[src/sv/sha1md_pkg.sv]
// Shared types, constants and round functions for the SHA-1 message digest block.
`default_nettype none

package sha1md_pkg;

   localparam int BLOCK_BYTES = 64;
   localparam int POS_W       = $clog2(BLOCK_BYTES);
   localparam int BLK_WORDS   = BLOCK_BYTES / 4;
   localparam int COUNT_W     = 61;
   localparam int LEN_W       = 64;
   localparam int ROUNDS      = 80;
   localparam int RND_W       = 7;
   localparam int DIG_WORDS   = 5;
   localparam int IDX_W       = 3;

   localparam logic [POS_W-1:0] POS_LAST   = POS_W'(BLOCK_BYTES - 1);
   localparam logic [POS_W-1:0] POS_LENGTH = POS_W'(BLOCK_BYTES - 8);
   localparam logic [RND_W-1:0] RND_LAST   = RND_W'(ROUNDS - 1);
   localparam logic [IDX_W-1:0] IDX_LAST   = IDX_W'(DIG_WORDS - 1);

   localparam logic [7:0] PAD_MARK = 8'h80;

   localparam logic [31:0] INIT_H [DIG_WORDS] = '{
      32'h6745_2301, 32'hEFCD_AB89, 32'h98BA_DCFE, 32'h1032_5476, 32'hC3D2_E1F0
   };

   typedef struct packed {
      logic [7:0] data_byte;
      logic       byte_valid;
      logic       message_end;
   } req_type;

   typedef struct packed {
      logic [31:0]      digest_word;
      logic [IDX_W-1:0] word_index;
      logic             last_word;
   } rsp_type;

   typedef enum logic [2:0] {
      ST_IDLE,
      ST_MARK,
      ST_ZERO,
      ST_LEN,
      ST_ROUND,
      ST_ADD,
      ST_OUT
   } state_type;

   typedef enum logic [1:0] {
      SRC_DATA,
      SRC_MARK,
      SRC_ZERO,
      SRC_LEN
   } byte_src_type;

   typedef struct packed {
      logic         wr_byte;
      byte_src_type src;
      logic         cnt_inc;
      logic         len_load;
      logic         comp_start;
      logic         round_step;
      logic         chain_add;
      logic         out_next;
      logic         reinit;
   } dp_cmd_type;

   typedef struct packed {
      logic pos_last;
      logic pos_len;
      logic round_last;
      logic out_last;
   } dp_stat_type;

   function automatic logic [31:0] sha1md_k(input logic [RND_W-1:0] rnd);
      logic [31:0] k;
      if (rnd < RND_W'(20)) begin
         k = 32'h5A82_7999;
      end else if (rnd < RND_W'(40)) begin
         k = 32'h6ED9_EBA1;
      end else if (rnd < RND_W'(60)) begin
         k = 32'h8F1B_BCDC;
      end else begin
         k = 32'hCA62_C1D6;
      end
      return k;
   endfunction

   function automatic logic [31:0] sha1md_f(input logic [RND_W-1:0] rnd,
                                            input logic [31:0] b,
                                            input logic [31:0] c,
                                            input logic [31:0] d);
      logic [31:0] f;
      if (rnd < RND_W'(20)) begin
         f = d ^ (b & (c ^ d));
      end else if (rnd >= RND_W'(40) && rnd < RND_W'(60)) begin
         f = (b & c) | (d & (b | c));
      end else begin
         f = b ^ c ^ d;
      end
      return f;
   endfunction

endpackage

`default_nettype wire

[src/sv/sha1md_ctrl.sv]
// Controller state machine: byte intake, padding sequence, compression and digest output.
`default_nettype none

module sha1md_ctrl (
   input  wire logic                 clock,
   input  wire logic                 reset,
   input  wire logic                 req_valid,
   output logic                      req_ready,
   input  wire sha1md_pkg::req_type  req_data,
   output logic                      rsp_valid,
   input  wire logic                 rsp_ready,
   output sha1md_pkg::dp_cmd_type    cmd,
   input  wire sha1md_pkg::dp_stat_type stat
);
   import sha1md_pkg::*;

   state_type state_ff, state_in;
   state_type ret_ff, ret_in;

   always_ff @(posedge clock) begin
      if (reset) begin
         state_ff <= ST_IDLE;
         ret_ff   <= ST_IDLE;
      end else begin
         state_ff <= state_in;
         ret_ff   <= ret_in;
      end
   end

   always_comb begin
      state_in  = state_ff;
      ret_in    = ret_ff;
      cmd       = '0;
      cmd.src   = SRC_DATA;
      req_ready = 1'b0;
      rsp_valid = 1'b0;
      unique case (state_ff)
         ST_IDLE: begin
            req_ready = 1'b1;
            if (req_valid) begin
               cmd.len_load = req_data.message_end;
               if (req_data.byte_valid) begin
                  cmd.wr_byte = 1'b1;
                  cmd.cnt_inc = 1'b1;
               end
               if (req_data.byte_valid && stat.pos_last) begin
                  // The byte completes a block: compress before anything else.
                  cmd.comp_start = 1'b1;
                  state_in       = ST_ROUND;
                  ret_in         = req_data.message_end ? ST_MARK : ST_IDLE;
               end else if (req_data.message_end) begin
                  state_in = ST_MARK;
               end
            end
         end
         ST_MARK: begin
            cmd.wr_byte = 1'b1;
            cmd.src     = SRC_MARK;
            if (stat.pos_last) begin
               cmd.comp_start = 1'b1;
               ret_in         = ST_ZERO;
               state_in       = ST_ROUND;
            end else begin
               state_in = ST_ZERO;
            end
         end
         ST_ZERO: begin
            if (stat.pos_len) begin
               state_in = ST_LEN;
            end else begin
               cmd.wr_byte = 1'b1;
               cmd.src     = SRC_ZERO;
               if (stat.pos_last) begin
                  cmd.comp_start = 1'b1;
                  ret_in         = ST_ZERO;
                  state_in       = ST_ROUND;
               end
            end
         end
         ST_LEN: begin
            cmd.wr_byte = 1'b1;
            cmd.src     = SRC_LEN;
            if (stat.pos_last) begin
               cmd.comp_start = 1'b1;
               ret_in         = ST_OUT;
               state_in       = ST_ROUND;
            end
         end
         ST_ROUND: begin
            cmd.round_step = 1'b1;
            if (stat.round_last) begin
               state_in = ST_ADD;
            end
         end
         ST_ADD: begin
            cmd.chain_add = 1'b1;
            state_in      = ret_ff;
         end
         ST_OUT: begin
            rsp_valid = 1'b1;
            if (rsp_ready) begin
               cmd.out_next = 1'b1;
               if (stat.out_last) begin
                  cmd.reinit = 1'b1;
                  state_in   = ST_IDLE;
               end
            end
         end
         default: begin
            state_in = ST_IDLE;
         end
      endcase
   end

   // The chain update always follows the last round directly.
   a_add_after_round: assert property (@(posedge clock) disable iff (reset)
      state_ff == ST_ADD |-> $past(state_ff) == ST_ROUND)
      else $error("chain update without preceding rounds");

   a_rounds_continue: assert property (@(posedge clock) disable iff (reset)
      (state_ff == ST_ROUND && !stat.round_last) |=> state_ff == ST_ROUND)
      else $error("compression left before the last round");

   a_no_write_in_round: assert property (@(posedge clock) disable iff (reset)
      cmd.round_step |-> !cmd.wr_byte && !req_ready)
      else $error("block write or intake during compression");

   a_output_exclusive: assert property (@(posedge clock) disable iff (reset)
      rsp_valid |-> !req_ready && !cmd.wr_byte)
      else $error("digest output overlaps message intake");

endmodule

`default_nettype wire

[src/sv/sha1md_dp.sv]
// Datapath: block buffer and schedule window, round logic, chain values, counters.
`default_nettype none

module sha1md_dp (
   input  wire logic                   clock,
   input  wire logic                   reset,
   input  wire sha1md_pkg::dp_cmd_type cmd,
   input  wire logic [7:0]             req_byte,
   output sha1md_pkg::dp_stat_type     stat,
   output sha1md_pkg::rsp_type         rsp_data
);
   import sha1md_pkg::*;

   logic [31:0]        block_ff [BLK_WORDS];
   logic [31:0]        block_in [BLK_WORDS];
   logic [31:0]        work_ff  [DIG_WORDS];
   logic [31:0]        work_in  [DIG_WORDS];
   logic [31:0]        chain_ff [DIG_WORDS];
   logic [31:0]        chain_in [DIG_WORDS];
   logic [POS_W-1:0]   pos_ff, pos_in;
   logic [COUNT_W-1:0] count_ff, count_in;
   logic [LEN_W-1:0]   len_ff, len_in;
   logic [RND_W-1:0]   rnd_ff, rnd_in;
   logic [IDX_W-1:0]   idx_ff, idx_in;

   logic [7:0]  byte_val;
   logic [4:0]  lane_sh;
   logic [31:0] sched_x;
   logic [31:0] sched_word;
   logic [31:0] round_sum;

   always_ff @(posedge clock) begin
      if (reset) begin
         pos_ff   <= '0;
         count_ff <= '0;
         rnd_ff   <= '0;
         idx_ff   <= '0;
         chain_ff <= INIT_H;
      end else begin
         pos_ff   <= pos_in;
         count_ff <= count_in;
         rnd_ff   <= rnd_in;
         idx_ff   <= idx_in;
         chain_ff <= chain_in;
      end
   end

   always_ff @(posedge clock) begin
      block_ff <= block_in;
      work_ff  <= work_in;
      len_ff   <= len_in;
   end

   always_comb begin
      case (cmd.src)
         SRC_DATA: byte_val = req_byte;
         SRC_MARK: byte_val = PAD_MARK;
         SRC_ZERO: byte_val = 8'h00;
         SRC_LEN:  byte_val = len_ff[LEN_W-1 -: 8];
         default:  byte_val = 8'h00;
      endcase
   end

   // Big-endian packing: byte lane 0 lands in the top bits of its word.
   assign lane_sh    = {~pos_ff[1:0], 3'b000};
   assign sched_x    = block_ff[13] ^ block_ff[8] ^ block_ff[2] ^ block_ff[0];
   assign sched_word = {sched_x[30:0], sched_x[31]};
   assign round_sum  = {work_ff[0][26:0], work_ff[0][31:27]}
                     + sha1md_f(rnd_ff, work_ff[1], work_ff[2], work_ff[3])
                     + work_ff[4] + sha1md_k(rnd_ff) + block_ff[0];

   always_comb begin
      block_in = block_ff;
      if (cmd.round_step) begin
         // The buffer doubles as the sixteen-word schedule window.
         for (int i = 0; i < BLK_WORDS - 1; i++) begin
            block_in[i] = block_ff[i+1];
         end
         block_in[BLK_WORDS-1] = sched_word;
      end else if (cmd.wr_byte) begin
         block_in[pos_ff[POS_W-1:2]][lane_sh +: 8] = byte_val;
      end
   end

   always_comb begin
      work_in = work_ff;
      rnd_in  = rnd_ff;
      if (cmd.comp_start) begin
         work_in = chain_ff;
         rnd_in  = '0;
      end else if (cmd.round_step) begin
         work_in[0] = round_sum;
         work_in[1] = work_ff[0];
         work_in[2] = {work_ff[1][1:0], work_ff[1][31:2]};
         work_in[3] = work_ff[2];
         work_in[4] = work_ff[3];
         rnd_in     = rnd_ff + RND_W'(1);
      end
   end

   always_comb begin
      chain_in = chain_ff;
      if (cmd.reinit) begin
         chain_in = INIT_H;
      end else if (cmd.chain_add) begin
         for (int i = 0; i < DIG_WORDS; i++) begin
            chain_in[i] = chain_ff[i] + work_ff[i];
         end
      end
   end

   always_comb begin
      pos_in   = pos_ff;
      count_in = count_ff;
      len_in   = len_ff;
      idx_in   = idx_ff;
      if (cmd.reinit) begin
         pos_in   = '0;
         count_in = '0;
         idx_in   = '0;
      end else begin
         if (cmd.wr_byte) begin
            pos_in = pos_ff + POS_W'(1);
         end
         if (cmd.cnt_inc) begin
            count_in = count_ff + COUNT_W'(1);
         end
         if (cmd.out_next) begin
            idx_in = idx_ff + IDX_W'(1);
         end
      end
      if (cmd.len_load) begin
         len_in = {count_in, 3'b000};
      end else if (cmd.wr_byte && cmd.src == SRC_LEN) begin
         len_in = {len_ff[LEN_W-9:0], 8'h00};
      end
   end

   assign stat.pos_last   = (pos_ff == POS_LAST);
   assign stat.pos_len    = (pos_ff == POS_LENGTH);
   assign stat.round_last = (rnd_ff == RND_LAST);
   assign stat.out_last   = (idx_ff == IDX_LAST);

   assign rsp_data.digest_word = chain_ff[idx_ff];
   assign rsp_data.word_index  = idx_ff;
   assign rsp_data.last_word   = stat.out_last;

   a_compress_full_block: assert property (@(posedge clock) disable iff (reset)
      cmd.comp_start |-> cmd.wr_byte && pos_ff == POS_LAST)
      else $error("compression started on a partial block");

   a_round_count: assert property (@(posedge clock) disable iff (reset)
      (cmd.round_step && !stat.round_last) |=> rnd_ff == $past(rnd_ff) + RND_W'(1))
      else $error("round counter skipped");

   a_index_range: assert property (@(posedge clock) disable iff (reset)
      idx_ff <= IDX_LAST)
      else $error("digest word index out of range");

endmodule

`default_nettype wire

[src/sv/sha1_message_digest.sv]
// Top level of the SHA-1 message digest block: controller and datapath.
//
// The req channel carries one transaction per message byte (data_byte with
// byte_valid) and/or a message_end flag. Bytes are taken one per cycle while
// the block is idle. Every 64th byte starts a compression: 80 rounds at one
// round per cycle in the single shared round unit, then the chain update;
// no byte is taken until it is done. A transaction with message_end starts
// the padding sequence, which writes one pad or length byte per cycle while
// no block is compressed (9 to 72 bytes, with one step that writes nothing
// before the length field). It also compresses one or two more blocks, each
// with its rounds and chain update. The digest then leaves on the rsp
// channel as five transactions, word 0 first, last_word set on word 4.
// While the receiver stalls, the current word holds and no new req
// transaction is taken. After the fifth word the chain values and the byte
// count go back to their initial values for the next message.
// Reset is synchronous; it clears the controller, the counters and the chain
// values, and the block is ready for a byte as soon as it is released.
`default_nettype none

module sha1_message_digest (
   input  wire logic                clock,
   input  wire logic                reset,
   input  wire logic                req_valid,
   output logic                     req_ready,
   input  wire sha1md_pkg::req_type req_data,
   output logic                     rsp_valid,
   input  wire logic                rsp_ready,
   output sha1md_pkg::rsp_type      rsp_data
);
   import sha1md_pkg::*;

   dp_cmd_type  cmd;
   dp_stat_type stat;

   sha1md_ctrl u_ctrl (
      .clock     (clock),
      .reset     (reset),
      .req_valid (req_valid),
      .req_ready (req_ready),
      .req_data  (req_data),
      .rsp_valid (rsp_valid),
      .rsp_ready (rsp_ready),
      .cmd       (cmd),
      .stat      (stat)
   );

   sha1md_dp u_dp (
      .clock    (clock),
      .reset    (reset),
      .cmd      (cmd),
      .req_byte (req_data.data_byte),
      .stat     (stat),
      .rsp_data (rsp_data)
   );

endmodule

`default_nettype wire
[config.mk]
export PLATFORM = sky130hd
export DESIGN_NAME = sha1_message_digest
export DESIGN_NICKNAME = d
export VERILOG_FILES = /design/src/sv/sha1md_pkg.sv /design/src/sv/sha1md_ctrl.sv /design/src/sv/sha1md_dp.sv /design/src/sv/sha1_message_digest.sv
export SDC_FILE = /design/constraint.sdc
export NUM_CORES = 2
export LEC_CHECK = 0
export BUFFER_PORTS_ARGS = -buffer_cell sky130_fd_sc_hd__buf_2
export CORE_UTILIZATION = 70
export CTS_BUF_LIST = sky130_fd_sc_hd__clkbuf_4 sky130_fd_sc_hd__clkbuf_8
export DETAILED_ROUTE_END_ITERATION = 8
export PLACE_DENSITY_LB_ADDON = 0.3
export SYNTH_ARGS = -nofsm -noshare
export SYNTH_HDL_FRONTEND = slang
export SYNTH_SLANG_ARGS = --single-unit
[constraint.sdc]
create_clock -name clock -period 16.05 [get_ports clock]
set_input_delay 3.21 -clock clock [delete_from_list [all_inputs] [get_ports clock]]
set_output_delay 3.21 -clock clock [all_outputs]
set_load 0.02 [all_outputs]
==> impl_metrics.py <==
metrics = {
    "die": {
        "core_area_sq_um": 76500,
        "dieArea_sq_um": 78800,
        "die_w_um": 281,
        "top_level_ports": 52,
        "die_y_um": 281,
        "start_util": 0.711,
        "num_rows": 101,
    },
    "hold_path": {
        "hold_path.class": "reg2reg",
    },
    "route": {
        "route.detailed.drc": 0,
        "viasPerCell": 6.45,
        "drt-pass1-iter-count": 9,
        "antenna_left": 0,
        "vias": 43900,
        "wl_met2_um": 69400,
        "wl_um": 150000,
        "drt-initial-drc-count": 5334,
        "wire_per_inst_um": 22.0,
        "wl_met3_um": 17300,
        "routed.top_layer": "met5",
        "route.layer.met1.wl_um": 54900,
    },
    "grt": {
        "antenna_found_initial": 3,
        "grt_pass1_vias": 42200,
        "gr-usage-all-layers": 0.381,
        "grt_max_degree": 256,
        "grt_overflow": 0,
        "grt_pass1_wl_um": 230000,
    },
    "cts": {
        "holdBufCountCts": 0,
        "clk_pin_slew_ns": 0.07,
        "insertion_delay_ns": 0.85,
        "cts_resized": 0,
        "cts_setup_buffers": 0,
        "cts_sinks": 976,
        "cts_root_buffer": "clkbuf_8",
        "cts_made_buffers": 161,
        "ctsLongestPathBuffers": 3,
        "h-tree-depth": 4,
        "cts_tree": "yes",
    },
    "pwr": {
        "p_comb_frac": 0.072,
        "p_switching_mw": 1.37,
        "ir_worst_vdd_uv": 92.3,
        "switching_share": 0.254,
        "total_power_mw": 5.39,
        "pwr-share-seq": 0.512,
        "pwr-share-clk": 0.416,
        "power_density_nw_per_um2": 92.1,
        "p_int_mw": 4.02,
        "p_leak_nw": 21.8,
    },
    "timing": {
        "hold_viol_final": 0,
        "max_freq_ghz": 0.131,
        "worst_pin_slew_ns": 1.31,
        "finalSetupViolCount": 0,
        "setup_tns_ns": 0,
        "slew_viol_final": 0,
        "fin_worst_skew_ns": 0.0469,
        "rsz0062_at_grt": "no",
        "maxSlewHeadroom": 0.115,
        "fin_crit_sh": 0.475,
        "post-route-min-period_ns": 7.62,
    },
    "yosys": {
        "synthDistinctLibCells": 86,
        "synth-main-ff-cell": "edfxtp_1",
        "synth_edf_count": 733,
        "synth_seq_area_share": 0.494,
        "yosysWarnings": 0,
        "ys_ff_latch": 976,
        "async_flop_share": 0,
        "syn_avg_cell_area_sq_um": 9.60,
        "synth_cells": 5661,
        "syn-cell-area_sq_um": 54400,
        "syn-num-nets": 6000,
    },
    "setup_path": {
        "cp-start-kind": "register",
        "path_class": "reg2reg",
        "arrival_ns": 8.16,
        "cp_max_fo": 34,
        "crit_path_end_kind": "register",
        "crit_required_ns": 16.59,
    },
    "final_layout": {
        "area_growth_pct": 7.67,
        "drive_gt1_frac": 0.0757,
        "fill_cells": 5045,
        "regArea_sq_um": 26900,
        "final_net_count": 5986,
        "final_cell_mix": "1411 x nand2_1, 781 x o21ai_0, 733 x edfxtp_1, 258 x inv_1, 250 x a21oi_1",
        "mostFrequentLayoutCell": "nand2_1",
        "final_core_util": 0.766,
        "multiInputGateArea_sq_um": 25600,
    },
    "status": {
        "status": "completed",
    },
    "placement": {
        "portBuffers": 51,
        "place_congestion": 0.988,
        "hpwl_um": 102000,
    },
    "run": {
        "max-cap-violations": 0,
    },
}
==> power by group through the flow <==
stage               Combinational, mW  Clock [mW]  Sequential (mW)
finish                          0.389        2.24             2.76
floorplan                       0.267           0             2.80
global route                    0.418        2.35             2.76
global placement                0.366           0             2.81
CTS                             0.379        2.24             2.76
detailed placement              0.376           0             2.81
==> cells in the mapped netlist (all sizes together), types with 10 or more instances <==
| master | instances | share of area |
|---|---|---|
| nor3 | 63 | 0.0064 |
| ha | 201 | 0.046 |
| nand4 | 29 | 0.0035 |
| o21ai | 792 | 0.073 |
| clkbuf | 236 | 0.016 |
| xnor2 | 204 | 0.033 |
| and2 | 15 | 0.0017 |
| o21bai | 23 | 0.0032 |
| mux2 | 10 | 0.0021 |
| or3 | 20 | 0.0023 |
| buf | 30 | 0.0026 |
| a31oi | 44 | 0.0051 |
| and3 | 28 | 0.0032 |
| dfxtp | 243 | 0.089 |
| o21a | 28 | 0.0039 |
| edfxtp | 733 | 0.40 |
| nand3 | 83 | 0.0079 |
| nor2b | 51 | 0.0059 |
| a21o | 67 | 0.0093 |
| nor2 | 238 | 0.016 |
| mux4 | 32 | 0.013 |
| nor3b | 15 | 0.0021 |
| a211oi | 55 | 0.0076 |
| a21oi | 251 | 0.023 |
| inv | 258 | 0.018 |
| o22ai | 35 | 0.0040 |
| or2 | 10 | 0.0012 |
| nand2b | 23 | 0.0026 |
| mux2i | 16 | 0.0029 |
| fa | 124 | 0.046 |
| xor2 | 110 | 0.018 |
| o211ai | 52 | 0.0072 |
| o31ai | 10 | 0.0015 |
| nand2 | 1418 | 0.098 |
| a211o | 11 | 0.0018 |
==> worst paths after layout <==
| check | start | end | slack [ns] | depth (start not counted) |
|---|---|---|---|---|
| worst max-delay path | u_dp.rnd_ff[4] | u_dp.work_ff[159] | 8.43 | 24 |
| worst min-delay path | u_ctrl.ret_ff[2] | u_ctrl.ret_ff[2] | 0.47 | 2 |
| worst max register to register | u_dp.rnd_ff[4] | u_dp.work_ff[159] | 8.43 | 24 |
| worst min register to register | u_ctrl.ret_ff[2] | u_ctrl.ret_ff[2] | 0.47 | 2 |
==> layout make-up <==
| class | instances | area share |
|---|---|---|
| inverters | 258 | 0.0165 |
| clock inverters | 53 | 0.00665 |
| repair buffers | 89 | 0.00945 |
| diodes | 4 | 0.000171 |
| clock buffers | 237 | 0.0488 |
| multi-input cells | 4161 | 0.437 |
| flip-flops and latches | 976 | 0.459 |
| well taps | 1030 | 0.0220 |
==> registers in the layout, summed over array words and instances, names as in the netlist <==
signal and flops:
u_dp.pos_ff 6, u_dp.rnd_ff 7, u_dp.block_ff 512, u_dp.work_ff 160, u_dp.chain_ff 160, u_ctrl.ret_ff 3
u_dp.len_ff 61, u_dp.idx_ff 3, u_dp.count_ff 61, u_ctrl.state_ff 3
==> worst max-delay path, stage by stage (launching register included) <==
cell       delay, ns
dfxtp_1         0.37
a41oi_1         0.69
and2_1          0.23
buf_4           0.38
inv_1           0.19
nand2_1         0.10
a31oi_1         0.11
fa_1            0.58
inv_1           0.07
fa_1            0.50
fa_1            0.49
inv_1           0.07
ha_1            0.18
inv_1           0.06
fa_1            0.40
nor2b_1         0.13
o21a_1          0.13
o21ai_0         0.16
a2111oi_0       0.85
o211ai_1        0.38
o31ai_1         0.62
a211o_1         0.22
a31oi_1         0.11
xnor2_1         0.18
o21ai_0         0.10
==> metrics by stage <==
stage          instance area, sq um  worst slack (ns)  cells  hold slack (ns)
2_1_floorplan                 54400              7.55   5661            0.436
3_3_place_gp                  55300              8.33   6514            0.445
3_5_place_dp                  55300              8.24   6514            0.457
4_1_cts                       58500              8.52   6804            0.465
5_1_grt                       58500              8.16   6806            0.494
6_report                      58500              8.43   6808            0.467
==> per-layer routing <==
layer	vias to the layer above	GRT usage
met2	2773	0.600
met3	522	0.0794
met1	20800	0.494
met5	-	0
li1	19800	-
met4	2	0.215
==> kinds of logic after synthesis <==
logic type,Yosys count,share of synthesized area
AO/OA/AOI/OAI,1444,0.152
XOR/XNOR,314,0.0506
adder cells (fa/ha/maj),325,0.0919
buffers and inverters,524,0.0367
flip-flops,976,0.494
multiplexers,58,0.0183
AND/OR/NAND/NOR,2020,0.156
(Power assumes the default switching activity.)
